[config.mk]
export PLATFORM = sky130hd
export DESIGN_NAME = ipsv_cordic_cell
export DESIGN_NICKNAME = d
export VERILOG_FILES = /design/src/rtl/core/ipsv_pkg.sv /design/src/rtl/core/ipsv_cordic_cell.sv
export SDC_FILE = /design/constraint.sdc
export NUM_CORES = 1
export LEC_CHECK = 0
export ABC_AREA = 1
export BUFFER_PORTS_ARGS = -buffer_cell sky130_fd_sc_hd__buf_2
export CORE_ASPECT_RATIO = 1.25
export CORE_MARGIN = 2
export CORE_UTILIZATION = 50
export DETAILED_ROUTE_END_ITERATION = 8
export PLACE_DENSITY = 0.72
export SKIP_LAST_GASP = 1
export SLEW_MARGIN = 40
export SYNTH_ARGS = -nofsm -noshare
export SYNTH_HDL_FRONTEND = slang
export SYNTH_SLANG_ARGS = --single-unit
[constraint.sdc]
create_clock -name clk -period 8.1 [get_ports clk]
set_clock_uncertainty 0.05 [all_clocks]
set_input_delay 0.81 -clock clk [delete_from_list [all_inputs] [get_ports clk]]
set_output_delay 0.81 -clock clk [all_outputs]
set_load 0.02 [all_outputs]
[src/rtl/core/ipsv_pkg.sv]
// Shared types and constants for the inverse Park / SVPWM modulator.
// Holds the CORDIC arctangent table, datapath widths and register indexes.
// No dependencies.
`timescale 1ns / 1ps

package ipsv_pkg;

    // CORDIC datapath
    localparam int CW     = 33;   // x/y width, gain-compensated 2^30 scale
    localparam int ZW     = 33;   // residual angle, 2^32 units per turn
    localparam int NUM_IT = 30;
    localparam logic signed [CW-1:0] GAIN_INV = 33'sd652032874;

    localparam logic [31:0] ATAN_TURN32 [0:NUM_IT-1] = '{
        32'd536870912, 32'd316933406, 32'd167458907, 32'd85004756, 32'd42667331,
        32'd21354465,  32'd10679838,  32'd5340245,   32'd2670163,  32'd1335087,
        32'd667544,    32'd333772,    32'd166886,    32'd83443,    32'd41722,
        32'd20861,     32'd10430,     32'd5215,      32'd2608,     32'd1304,
        32'd652,       32'd326,       32'd163,       32'd81,       32'd41,
        32'd20,        32'd10,        32'd5,         32'd3,        32'd1
    };

    localparam logic [16:0] SQRT3_HALF_Q17 = 17'd113512;

    // duty / divider datapath
    localparam int LANES  = 3;
    localparam int BUS_W  = 16;
    localparam int PER_W  = 17;
    localparam int DEN_W  = 24;   // bus * 256
    localparam int PROD_W = DEN_W + PER_W;
    localparam int Q_W    = 17;

    typedef logic [LANES-1:0][PROD_W-1:0] rem_vec_t;
    typedef logic [LANES-1:0][Q_W-1:0]    quo_vec_t;

    // configuration register indexes
    localparam int CFG_IDX_W = 1;
    localparam logic [CFG_IDX_W-1:0] REG_BUS_VOLTAGE = 1'b0;
    localparam logic [CFG_IDX_W-1:0] REG_PWM_PERIOD  = 1'b1;

    localparam logic [BUS_W-1:0] BUS_RESET    = 16'd3072;
    localparam logic [PER_W-1:0] PERIOD_RESET = 17'd4250;
    localparam logic [BUS_W-1:0] BUS_MIN      = 16'd256;

endpackage

[src/rtl/core/ipsv_cordic_cell.sv]
// One rotation step of the sine/cosine CORDIC chain.
// Depends on ipsv_pkg (widths, arctangent table).
`timescale 1ns / 1ps

module ipsv_cordic_cell #(
    parameter int STAGE = 0,
    parameter int PW    = 34
) (
    input  logic                           clk,
    input  logic                           rst_n,
    input  logic                           in_valid,
    output logic                           in_ready,
    input  logic signed [ipsv_pkg::CW-1:0] x_in,
    input  logic signed [ipsv_pkg::CW-1:0] y_in,
    input  logic signed [ipsv_pkg::ZW-1:0] z_in,
    input  logic        [PW-1:0]           pass_in,
    output logic                           out_valid,
    input  logic                           out_ready,
    output logic signed [ipsv_pkg::CW-1:0] x_out,
    output logic signed [ipsv_pkg::CW-1:0] y_out,
    output logic signed [ipsv_pkg::ZW-1:0] z_out,
    output logic        [PW-1:0]           pass_out
);
    import ipsv_pkg::*;

    logic                 valid_reg;
    logic signed [CW-1:0] x_reg, y_reg, x_next, y_next, dx, dy;
    logic signed [ZW-1:0] z_reg, z_next, atan;
    logic        [PW-1:0] pass_reg;

    assign in_ready = !valid_reg || out_ready;

    always_comb
    begin
        dx   = y_in >>> STAGE;
        dy   = x_in >>> STAGE;
        atan = $signed({1'b0, ATAN_TURN32[STAGE]});
        if (!z_in[ZW-1])
        begin
            x_next = x_in - dx;
            y_next = y_in + dy;
            z_next = z_in - atan;
        end
        else
        begin
            x_next = x_in + dx;
            y_next = y_in - dy;
            z_next = z_in + atan;
        end
    end

    always_ff @(posedge clk or negedge rst_n)
    begin
        if (!rst_n)
            valid_reg <= 1'b0;
        else if (in_ready)
            valid_reg <= in_valid;
    end

    always_ff @(posedge clk)
    begin
        if (in_ready)
        begin
            x_reg    <= x_next;
            y_reg    <= y_next;
            z_reg    <= z_next;
            pass_reg <= pass_in;
        end
    end

    assign out_valid = valid_reg;
    assign x_out     = x_reg;
    assign y_out     = y_reg;
    assign z_out     = z_reg;
    assign pass_out  = pass_reg;

endmodule

Yosys cells after proc, flatten, opt, wreduce, memory -nomap -nowiden
Index checks and enable logic that the tools add are counted.

Register bits: 134. Bits of input ports: 137. Output and inout bits: 135. Logic and storage cells: 15.

$add $sub $neg: 5. Mux-type cells: 3. Reduce and logical (&&, ||, !) cells: 2.

Operators with widths (number): 33-bit 2-to-1 mux (3); 33-bit subtractor (2); 33-bit by 31-bit adder with 33-bit output (second input constant) (1); 33-bit adder (1); 33-bit by 31-bit subtractor with 33-bit output (second input constant) (1); 1-bit logical NOT (1); 1-bit logical OR (1).

Longest topological paths before layout
Depth in word-level cells: 2. Gate-level depth with buffers: 16. Gate-level depth less buffers: 15.

Worst setup path before layout
No wires, ideal clock.

Path type: input-to-output. From: input out_ready. To: output in_ready. Arrival time: 3761 ps. Setup slack: 3479 ps. Stages: 2. Buffers on the path: 0. Cells stage by stage: inv_1 -> nand2_1.

Longest elaborated chain between the ends: 1.

RTL lines: start, declared (RTL line ipsv_cordic_cell.sv:18) `input logic out_ready,`; 1-bit logical OR (RTL line ipsv_cordic_cell.sv:31) `assign in_ready = !valid_reg || out_ready;`; end, declared (RTL line ipsv_cordic_cell.sv:12) `output logic in_ready,`.

No other way between the ends.

Final worst setup path
From: input x_in[12] in the netlist's numbering. To: register y_reg[29], in the netlist y_out[29], data pin.

Longest elaborated chain between the ends: 2. Elaborated cells on any way between the ends: 3.

RTL lines: start, declared (RTL line ipsv_cordic_cell.sv:13) `input logic signed [ipsv_pkg::CW-1:0] x_in,`; 33-bit adder or 33-bit subtractor (tied branches) (RTL line ipsv_cordic_cell.sv:41, ipsv_cordic_cell.sv:47); 33-bit 2-to-1 mux * (RTL line ipsv_cordic_cell.sv:38) `if (!z_in[ZW-1])`; via y_next[29] (RTL line ipsv_cordic_cell.sv:27) `logic signed [CW-1:0] x_reg, y_reg, x_next, y_next, dx, dy;`; end signal, assigned (RTL line ipsv_cordic_cell.sv:65) `y_reg <= y_next;`; end, declared (RTL line ipsv_cordic_cell.sv:27).

Mark *: on every way through the listed nets, which the timed path passes. The rest lies on a longest branch. A chain may end at the register's enable or synchronous reset.

==> results.toml <==
[run_status]
status = "finished clean"

[sta]
slew_headroom_pct = 46.1
whs_ns = 0.0880
finalSetupViolCount = 0
period_share_pct = 35.3
rsz0062_at_grt = "false"
hold_violations = 0
slew_violations = 0
fin_crit_ns = 2.86
worst_pin_slew_ns = 0.808
max_freq_mhz = 350
setup_tns_ns = 0

[drt]
ant_nets = 0
vias = 11700
detail_route.first_pass.iterations = 7
wl_per_cell_um = 17.3
drtIter0Drc = 710
viasPerCell = 5.15
drc_errors = 0
routed_wl_mm = 39.2

[worst_setup_path]
critical_path_buf_inv_count = 2
end_kind = "flop"
cp_top_family = "simple AND/OR/NAND/NOR gates"
path_max_fanout = 11
setup.worst_path.class = "input pin to flop"
worstPathArrival_ns = 3.00
crit_path_top_delay_cell = "ha_1"
critPathRequiredTime_ns = 8.25
setup.worst_path.start_class = "input pin"
cp_cell_sequence = "buf_2, inv_1, ha_1, nand2_1, nor2_1, and2_1, nand2_1, nand2_1, nand2_1, nand2_1, nand2_1, nand3_1, nand2_1"
cpMostUsedCell = "nand2_1"
slowest_delay_ns = 0.55

[floorplanning]
dieArea_um2 = 24600
die_x_um = 141
die_h_um = 175
core_area_um2 = 23000
initial_core_util_pct = 50.9
num_io_pins = 272
row_count = 62

[clock_network]
cts_tree = "built"
cts_setup_buffers = 0
cts-root-buf = "clkbuf_16"
ctsHoldBuffers = 0
clk_pin_slew_ns = 0.07
htreeDepth = 4
cts_buffers = 17
clock-sinks = 133
clockBufferDepth = 2
insertion_delay_ns = 0.43
post_cts_resized = 0

[placement]
placed_area_um2 = 13200
hpwl_mm = 32.8
numPortBuffers = 271
gp_congestion = 0.940

[pwr]
cellLeakagePower_nw = 7.57
p_total_mw = 2.49
irDropWorstVdd_mv = 0.143
power.density_nw_per_um2 = 181

[global_routing]
grt_max_degree = 70
overflow = 0
antenna_found_initial = 0
grt_use_total_pct = 31.2
grt_pass1_vias = 11100
grt_pass1_wl_mm = 58.5

[synthesis]
synth.net_count = 1961
async_flop_share_pct = 0.752
syn_inst = 1714
synth_fa_ha_area_share_pct = 12.0
synth_ff_type = "edfxtp_1"
synthTopCellsByCount = "nand2_1 (582), inv_1 (320), nor2_1 (153)"
yosys-top-cells-area = "edfxtp_1 (34%), nand2_1 (19%), ha_1 (11%)"
synth_cell_types = 34
yosys.area.top_type = "edfxtp_1"
synth_top_area_share_pct = 33.9
synth_top_family_by_area = "simple AND/OR/NAND/NOR gates"
yosys.area_share.xor_xnor_pct = 1.87
synth.mux.area_fraction_pct = 0.0857
synth-edff-count = 132
synthSimpleGateAreaFrac_pct = 31.6
yosysMostFrequentCell = "nand2_1"
syn-cell-area_um2 = 11700
yosysWarnings = 0
ys_seq_area_share_pct = 34.2
synth.avg_cell_area_um2 = 6.81
synth-seq-cells = 133
synth-compound-area-share_pct = 7.85

[cells_and_area]
design_area_um2 = 13800
area_delta_synth_final_pct = 18.0
layout-drive-gt1-share_pct = 16.1
fill_cells = 2259
diodes = 0
fin_nets = 2212
final_util_pct = 60.0

[worst_hold_path]
hp-class = "input pin to asynchronous set/reset pin"

[job]
cap_violations = 0
-- kinds of logic after synthesis --
logic type / Yosys count
fa+ha+maj: 110
buf+inv: 364
xor+xnor: 25
flops: 133
compound gates: 169
mux: 1
simple gates: 912
-- cells in the final DEF (no fill, tap or decap), drive strengths merged --
| master | n |
|---|---|
| nand2 | 584 |
| inv | 332 |
| buf | 275 |
| nor2 | 156 |
| nand3 | 143 |
| edfxtp | 132 |
| ha | 106 |
| a21oi | 72 |
| o21ai | 65 |
| xor2 | 25 |
| clkbuf | 17 |
| o21bai | 15 |
| nand4 | 13 |
| o22ai | 8 |
| and2 | 7 |
| nor3 | 6 |
| o211ai | 4 |
| fa | 4 |
| or2 | 3 |
| a31oi | 2 |
| o31ai | 2 |
| clkinvlp | 2 |
| a211oi | 1 |
| mux2i | 1 |
| bufinv | 1 |
| clkinv | 1 |
| dfrtp | 1 |
-- registers in the layout, indices dropped and copies added (netlist names) --
signal	cells
y_out	33
z_out	33
pass_out	34
x_out	32
out_valid	1
-- per-layer routing --
metal / up-vias / routed length (um) / track usage, %
met1: 5244 / 14400 / 33.2
met3: 95 / 2170 / 4.55
met4: 0 / 2590 / 19.2
met5: - / 0 / 0
met2: 455 / 20000 / 57.8
li1: 5876 / - / -
-- power by group --
| part | switching, mW | leakage (nW) | internal [mW] |
|---|---|---|---|
| registers | 0.0256 | 1.34 | 0.859 |
| logic | 0.573 | 5.94 | 0.246 |
| clock network | 0.343 | 0.291 | 0.443 |
-- metrics by stage --
step           instances  setup WS (ns)
4_1_cts             2266           5.33
2_1_floorplan       1714           3.48
3_3_place_gp        2234           4.91
5_1_grt             2266           5.08
6_report            2266           5.24
3_5_place_dp        2234           4.89
-- worst paths after layout --
| path | cells after the start | slack [ns] | end | startpoint |
|---|---|---|---|---|
| setup / recovery | 13 | 5.24 | y_out[29] | x_in[12] |
| hold / removal | 1 | 0.09 | out_valid | rst_n |
| setup reg to reg | 2 | 6.15 | z_out[31] | out_valid |
| hold reg to reg | 1 | 0.94 | z_out[5] | out_valid |
| max in group asynchronous | 1 | 7.83 | out_valid | rst_n |
| min in group clk | 1 | 0.50 | z_out[0] | z_in[0] |
-- layout make-up --
cell class,count,area (um^2),area share [%]
clock inverter,15,175,1.27
tap,288,360,2.61
inverter,321,1200,8.74
clock buffer,17,425,3.09
timing repair buffer,275,1390,10.1
multi-input combinational,1217,6240,45.3
sequential,133,3990,28.9
Power figures use the tool's default switching activity.
