`src/rtl/core/ipsv_pkg.sv`:
```
// Shared types and constants for the inverse Park / SVPWM modulator.
// Holds the CORDIC arctangent table, datapath widths and register indexes.
// No dependencies.
`timescale 1ns / 1ps

package ipsv_pkg;

    // CORDIC datapath
    localparam int CW     = 33;   // x/y width, gain-compensated 2^30 scale
    localparam int ZW     = 33;   // residual angle, 2^32 units per turn
    localparam int NUM_IT = 30;
    localparam logic signed [CW-1:0] GAIN_INV = 33'sd652032874;

    localparam logic [31:0] ATAN_TURN32 [0:NUM_IT-1] = '{
        32'd536870912, 32'd316933406, 32'd167458907, 32'd85004756, 32'd42667331,
        32'd21354465,  32'd10679838,  32'd5340245,   32'd2670163,  32'd1335087,
        32'd667544,    32'd333772,    32'd166886,    32'd83443,    32'd41722,
        32'd20861,     32'd10430,     32'd5215,      32'd2608,     32'd1304,
        32'd652,       32'd326,       32'd163,       32'd81,       32'd41,
        32'd20,        32'd10,        32'd5,         32'd3,        32'd1
    };

    localparam logic [16:0] SQRT3_HALF_Q17 = 17'd113512;

    // duty / divider datapath
    localparam int LANES  = 3;
    localparam int BUS_W  = 16;
    localparam int PER_W  = 17;
    localparam int DEN_W  = 24;   // bus * 256
    localparam int PROD_W = DEN_W + PER_W;
    localparam int Q_W    = 17;

    typedef logic [LANES-1:0][PROD_W-1:0] rem_vec_t;
    typedef logic [LANES-1:0][Q_W-1:0]    quo_vec_t;

    // configuration register indexes
    localparam int CFG_IDX_W = 1;
    localparam logic [CFG_IDX_W-1:0] REG_BUS_VOLTAGE = 1'b0;
    localparam logic [CFG_IDX_W-1:0] REG_PWM_PERIOD  = 1'b1;

    localparam logic [BUS_W-1:0] BUS_RESET    = 16'd3072;
    localparam logic [PER_W-1:0] PERIOD_RESET = 17'd4250;
    localparam logic [BUS_W-1:0] BUS_MIN      = 16'd256;

endpackage

```
`src/rtl/core/ipsv_div_cell.sv`:
```
// One restoring-division step, three phase lanes sharing one divisor.
// Depends on ipsv_pkg (widths, lane vector types).
`timescale 1ns / 1ps

module ipsv_div_cell #(
    parameter int K = 0
) (
    input  logic                         clk,
    input  logic                         rst_n,
    input  logic                         in_valid,
    output logic                         in_ready,
    input  logic [ipsv_pkg::DEN_W-1:0]   den_in,
    input  ipsv_pkg::rem_vec_t           rem_in,
    input  ipsv_pkg::quo_vec_t           quo_in,
    output logic                         out_valid,
    input  logic                         out_ready,
    output logic [ipsv_pkg::DEN_W-1:0]   den_out,
    output ipsv_pkg::rem_vec_t           rem_out,
    output ipsv_pkg::quo_vec_t           quo_out
);
    import ipsv_pkg::*;

    logic              valid_reg;
    logic [DEN_W-1:0]  den_reg;
    rem_vec_t          rem_reg, rem_next;
    quo_vec_t          quo_reg, quo_next;
    logic [PROD_W-1:0] trial;

    assign in_ready = !valid_reg || out_ready;
    assign trial    = PROD_W'(den_in) << K;

    always_comb
    begin
        for (int l = 0; l < LANES; l++)
        begin
            if (rem_in[l] >= trial)
            begin
                rem_next[l] = rem_in[l] - trial;
                quo_next[l] = quo_in[l] | (Q_W'(1) << K);
            end
            else
            begin
                rem_next[l] = rem_in[l];
                quo_next[l] = quo_in[l];
            end
        end
    end

    always_ff @(posedge clk or negedge rst_n)
    begin
        if (!rst_n)
            valid_reg <= 1'b0;
        else if (in_ready)
            valid_reg <= in_valid;
    end

    always_ff @(posedge clk)
    begin
        if (in_ready)
        begin
            den_reg <= den_in;
            rem_reg <= rem_next;
            quo_reg <= quo_next;
        end
    end

    assign out_valid = valid_reg;
    assign den_out   = den_reg;
    assign rem_out   = rem_reg;
    assign quo_out   = quo_reg;

endmodule

```
`config.mk`:
```
export PLATFORM = sky130hd
export DESIGN_NAME = ipsv_div_cell
export DESIGN_NICKNAME = d
export VERILOG_FILES = /design/src/rtl/core/ipsv_pkg.sv /design/src/rtl/core/ipsv_div_cell.sv
export SDC_FILE = /design/constraint.sdc
export NUM_CORES = 1
export LEC_CHECK = 0
export BUFFER_PORTS_ARGS = -buffer_cell sky130_fd_sc_hd__clkbuf_2
export CELL_PAD_IN_SITES_DETAIL_PLACEMENT = 1
export CELL_PAD_IN_SITES_GLOBAL_PLACEMENT = 1
export CORE_ASPECT_RATIO = 0.7
export CORE_UTILIZATION = 42
export CTS_CLUSTER_DIAMETER = 150
export DETAILED_ROUTE_END_ITERATION = 12
export HOLD_SLACK_MARGIN = 0.08
export MAX_ROUTING_LAYER = met4
export PLACE_DENSITY_LB_ADDON = 0.05
export SKIP_LAST_GASP = 1
export SLEW_MARGIN = 25
export SYNTH_ARGS = -nofsm -noshare
export SYNTH_HDL_FRONTEND = slang
export SYNTH_SLANG_ARGS = --single-unit
```
`constraint.sdc`:
```
create_clock -name clk -period 8 [get_ports clk]
set_input_delay 0.4 -clock clk [delete_from_list [all_inputs] [get_ports clk]]
set_output_delay 0.4 -clock clk [all_outputs]
set_load 0.1 [all_outputs]
```
# Word level (Yosys, flattened, before mapping)
# Cells that the tools add are included.
dict set report totals {
  regBits 199
  out_inout_bits 200
  wordCells 22
}
dict set report op_classes {
  n_reduce_logical 2
  add_sub_neg 3
  n_mux 3
  magnitude_cmp 3
}
# cell count
set op_table {}
lappend op_table {{greater-or-equal comparator 41 x 24 -> 1 bit} 3}
lappend op_table {{2-to-1 mux 41 bit} 3}
lappend op_table {{subtractor 41 x 24 -> 41 bit} 3}
lappend op_table {{zero test 1 bit} 1}
lappend op_table {{logical OR 1 bit} 1}

# Logic depth before layout (Yosys ltp)
dict set report logic_depth {
  ltp_word 2
  depth_mapped 14
  ltp_nobuf 11
}

# Worst setup path before layout
# No wires, ideal clock.
dict set report synth_timing {
  path_kind {register to register}
  startpoint {reg valid_reg, in the netlist out_valid}
  endpoint {reg den_reg[0], in the netlist den_out[0] (enable)}
  path_stages_with_launch 2
  setup_time_ns 1.819
  synth_period_minus_slack_ns 6.880
  path_slack_ns 1.120
  t_required_ns 6.181
  arrival_time_ns 5.060
  path_cell_list {dfrtp_1 -> nand2b_1}
}
dict set report synth_via {
  elab_chain_cells 2
}
# element line_no
set synth_lines {}
lappend synth_lines {{from (decl)} ipsv_div_cell.sv:23} ;# logic valid_reg;
lappend synth_lines {{from (signal assigned)} ipsv_div_cell.sv:54} ;# valid_reg <= in_valid;
lappend synth_lines {{zero test 1 bit} ipsv_div_cell.sv:29} ;# assign in_ready = !valid_reg || out_ready;
lappend synth_lines {{logical OR 1 bit} ipsv_div_cell.sv:29}
lappend synth_lines {{net in_ready} ipsv_div_cell.sv:11} ;# output logic in_ready,
lappend synth_lines {{to (signal assigned)} ipsv_div_cell.sv:61} ;# den_reg <= den_in;
lappend synth_lines {{to (decl)} ipsv_div_cell.sv:24} ;# logic [DEN_W-1:0] den_reg;
# The timed path passes the listed nets, and every way through them passes these cells.
# A chain may end at the register's enable or synchronous reset.

==> results.env <==
POWER.COMBINATIONAL.FRACTION=0.412
ROUTE.DETAILED.VIAS_PER_INST=5.61
CRITPATHLAUNCHTYPE='input port'
DETAILEDROUTE.FIRSTITERATIONVIOLATIONS=681
SYNTHDISTINCTLIBCELLS=67
REGAREA_UM2=5970
FIRSTDRTPASSITERS=5
SYNTH_TOP_CELLS_BY_AREA='edfxtp_1 49%, ha_1 7.5%, nand2_1 4.5%'
SYNTH-SEQ-CELLS=199
DIE_HEIGHT_UM=144
SYNTH.AVG_CELL_AREA_UM2=10.4
USE_MET2=0.417
COMBINED_AREA_OF_THE_MULTI_INPUT_LOGIC_CELLS_UM2=5750
GRT_PASS1_VIAS=10600
DP_HPWL_UM=33500
PORT_BUFFERS=401
WORST_HOLD_PATH_TYPE='input port to register'
ROWS=51
INITIAL_CORE_UTILIZATION=0.430
MAXSLEWVIOLCOUNT=0
POWER_SWITCHING_SHARE=0.465
CLOCK_SINKS=199
CRIT_ARRIVAL_PS=4120
GRTUSAGETOTAL=0.290
FINAL_MIN_PERIOD_OVER_CLOCK_PERIOD=0.488
DETAIL-ROUTE-ANTENNA-NETS=0
DRC=0
YOSYSWARNINGS=0
CLK-INSERTION-DELAY-LATE_PS=450
YOSYS.CELL_COUNT.TOP_TYPE='edfxtp_1'
SYNTH_AREA_UM2=12000
TIMING.CRITICAL_PATH.FANOUT_MAX=28
HIGHEST_CLOCK_RATE_GHz=0.256
IR_DROP_V=0.000156
TOTALWIRELENGTH_UM=42000
TIMING_WORST_SLEW_PIN_VALUE_PS=936
STATUS='completed'
POWER_PER_CELL_AREA_nW_PER_UM2=249
MET1_USAGE=0.418
COUNT_OF_FLIP_FLOPS_WITH_A_BUILT_IN_ENABLE_AFTER_SYNTHESIS=198
SYN_INST=1153
ASYNC_RESET_FF_FRAC=0.00503
NUM_VIAS=10800
FINAL_LAYOUT_SIZE_SUFFIX_GT1_FRAC=0.298
DIE_AREA_UM2=29400
MAXSLEWHEADROOM=0.376
SYNTH_TOP_CELLS_BY_COUNT='198 x edfxtp_1, 143 x nand2_1, 103 x o21ai_0, 72 x ha_1, 64 x a21oi_1'
PATH_TYPE_OF_THE_WORST_SETUP_PATH='input port to register'
POWER_REPORT.INTERNAL_TOTAL_uW=2000
GLOBALROUTEMET3UTIL=0.0544
SEQ_AREA_FRAC_SYNTH=0.496
POSTSYNTHNETCOUNT=1430
MAX_CAP_VIOLATIONS=0
NETLIST.AREA_LEADER.SHARE=0.494
CTS-HTREE-LEVELS=4
SWITCHING_POWER_SUMMED_OVER_ALL_NETS_uW=1730
RSZ0062_AT_GRT='false'
WL_PER_CELL_UM=21.9
GRT_PASS1_WL_UM=62200
SETUP_VIOL=0
AREAGROWTHSYNTHTOFINISH_PCT=24.4
CTS.ROOT.BUFFER_CELL='clkbuf_16'
GRT_MAX_DEGREE=144
CLOCK_TREE.BUFFER_DEPTH=2
POSTSYNTH.TOPFLOPCELL='edfxtp_1'
TOTAL_CTS_BUFFERS=17
FINISH.NET_COUNT=1810
POST-ROUTE-UTIL=0.535
WORSTPATHREQUIRED_PS=8210
GLOBALROUTE.TOTALOVERFLOW=0
MIN_PERIOD_PS=3910
SYNTHDOMINANTAREACELLTYPE='edfxtp_1'
CRITICAL_PATH.ENDPOINT_TYPE='register'
SEQ_POWER_SHARE=0.359
FINAL_HOLD_VIOL_COUNT=0
GRT_ANTENNA_BEFORE_REPAIR=0
FILLER_CELL_COUNT=3272
CLKTRANSATPATHREGS_PS=80
POWER.STATIC_LEAKAGE_uW=0.00633
CORE-AREA_UM2=28000
GRT.BUSIEST_LAYER='met1'
GLOBALPLACE.CONGESTION=0.976
FINCLKSKEW_PS=9.82
CTS_TREE='built'
SETUP-TNS-FINAL_PS=0
IOS=402
POWER_FRAC_CLOCK=0.229
OVERALL_DIE_WIDTH_UM=204
[flip-flops by register name, summed over array words and instances, names as in the netlist]
signal,flops
den_out,24
rem_out,123
quo_out,51
out_valid,1
[cells by family (layout without fill, tap and decap cells)]
| group | count (synthesis) | after routing | synth area share |
|---|---|---|---|
| AOI/OAI and AO/OA | 299 | 299 | 0.156 |
| xor gates and xnor gates | 110 | 110 | 0.0806 |
| adders and majority gates | 75 | 75 | 0.0798 |
| buffers and inverters | 87 | 480 | 0.0289 |
| DFF | 199 | 199 | 0.496 |
| muxes | 4 | 4 | 0.00353 |
| other | 0 | 1 | 0 |
| and+or+nand+nor | 379 | 379 | 0.155 |
[metrics by stage]
step	worst slack, ps	power, uW	hold slack (ps)	cell area, um2	std cells
2_1_floorplan	1120	2570	104	12000	1153
3_3_place_gp	3850	2870	175	14400	1884
3_5_place_dp	3730	2880	177	14400	1884
4_1_cts	4170	3750	103	15000	1917
5_1_grt	3910	3850	104	15000	1917
6_report	4090	3730	118	15000	1918
[final timing paths]
path                                  from           to  slack (ps)  cells past startpoint
worst max register to register   out_valid  rem_out[48]        5760                      2
worst max-delay path             den_in[1]  rem_out[30]        4090                     12
max in group asynchronous            rst_n    out_valid        7670                      2
worst min register to register   out_valid    out_valid        1150                      2
worst min-delay path            quo_in[19]  quo_out[19]         120                      1
min in group asynchronous            rst_n    out_valid         250                      2
[area by class of cell]
class | count | share of cell area
Tap cell | 371 | 0.0310
Sequential cell | 199 | 0.399
Clock inverter | 14 | 0.00902
Timing Repair Buffer | 407 | 0.138
Inverter | 41 | 0.0103
Antenna cell | 1 | 0.000167
Clock buffer | 18 | 0.0287
Multi-Input combinational cell | 867 | 0.384
[worst max-delay path, stage by stage]
cell and delay, ps:
clkbuf_2 280, inv_1 210, ha_1 340, nor2b_1 170, o31a_1 210, o22ai_1 140, o21ai_0 670, a21oi_4 360
buf_4 330, a211o_1 320, or4_4 510, xnor2_2 140
[power by group through the flow]
| stage | Sequential [uW] | Clock [uW] | Combinational [uW] |
|---|---|---|---|
| floorplan | 2220 | 0 | 357 |
| global placement | 1360 | 0 | 1520 |
| detailed placement | 1360 | 0 | 1520 |
| CTS | 1340 | 877 | 1530 |
| global route | 1350 | 899 | 1600 |
| finish | 1340 | 855 | 1540 |
[repair_timing]
item	CTS	global route
hold endpoints to repair	1	0
gates resized for setup	0	0
hold buffers	1	0
setup buffers	0	0
[routing by layer]
layer / share of wire / vias up
met1: 0.48 / 5297
met3: 0.062 / 42
li1: - / 5067
met4: 0.017 / 0
met2: 0.44 / 357
met5: 0 / -
[cell usage in the layout (no fill, tap or decap), types with 8 or more instances in the layout]
| cell | count |
|---|---|
| and3_1 | 8 |
| inv_1 | 41 |
| clkbuf_16 | 17 |
| nor2b_1 | 16 |
| o21a_1 | 15 |
| or4_1 | 9 |
| clkbuf_2 | 401 |
| nand2_1 | 143 |
| a211oi_1 | 12 |
| nor2_1 | 54 |
| a21oi_1 | 64 |
| nand4_1 | 22 |
| nand3_1 | 30 |
| xnor2_1 | 55 |
| ha_1 | 72 |
| edfxtp_1 | 198 |
| nor4_1 | 17 |
| a31oi_1 | 11 |
| a21o_1 | 25 |
| o21bai_1 | 8 |
| xor2_1 | 54 |
| or3_1 | 9 |
| nor3_1 | 23 |
| o21ai_0 | 103 |
| nand2b_1 | 20 |
| o211ai_1 | 11 |
No activity file was read; power rests on OpenSTA's default activity.
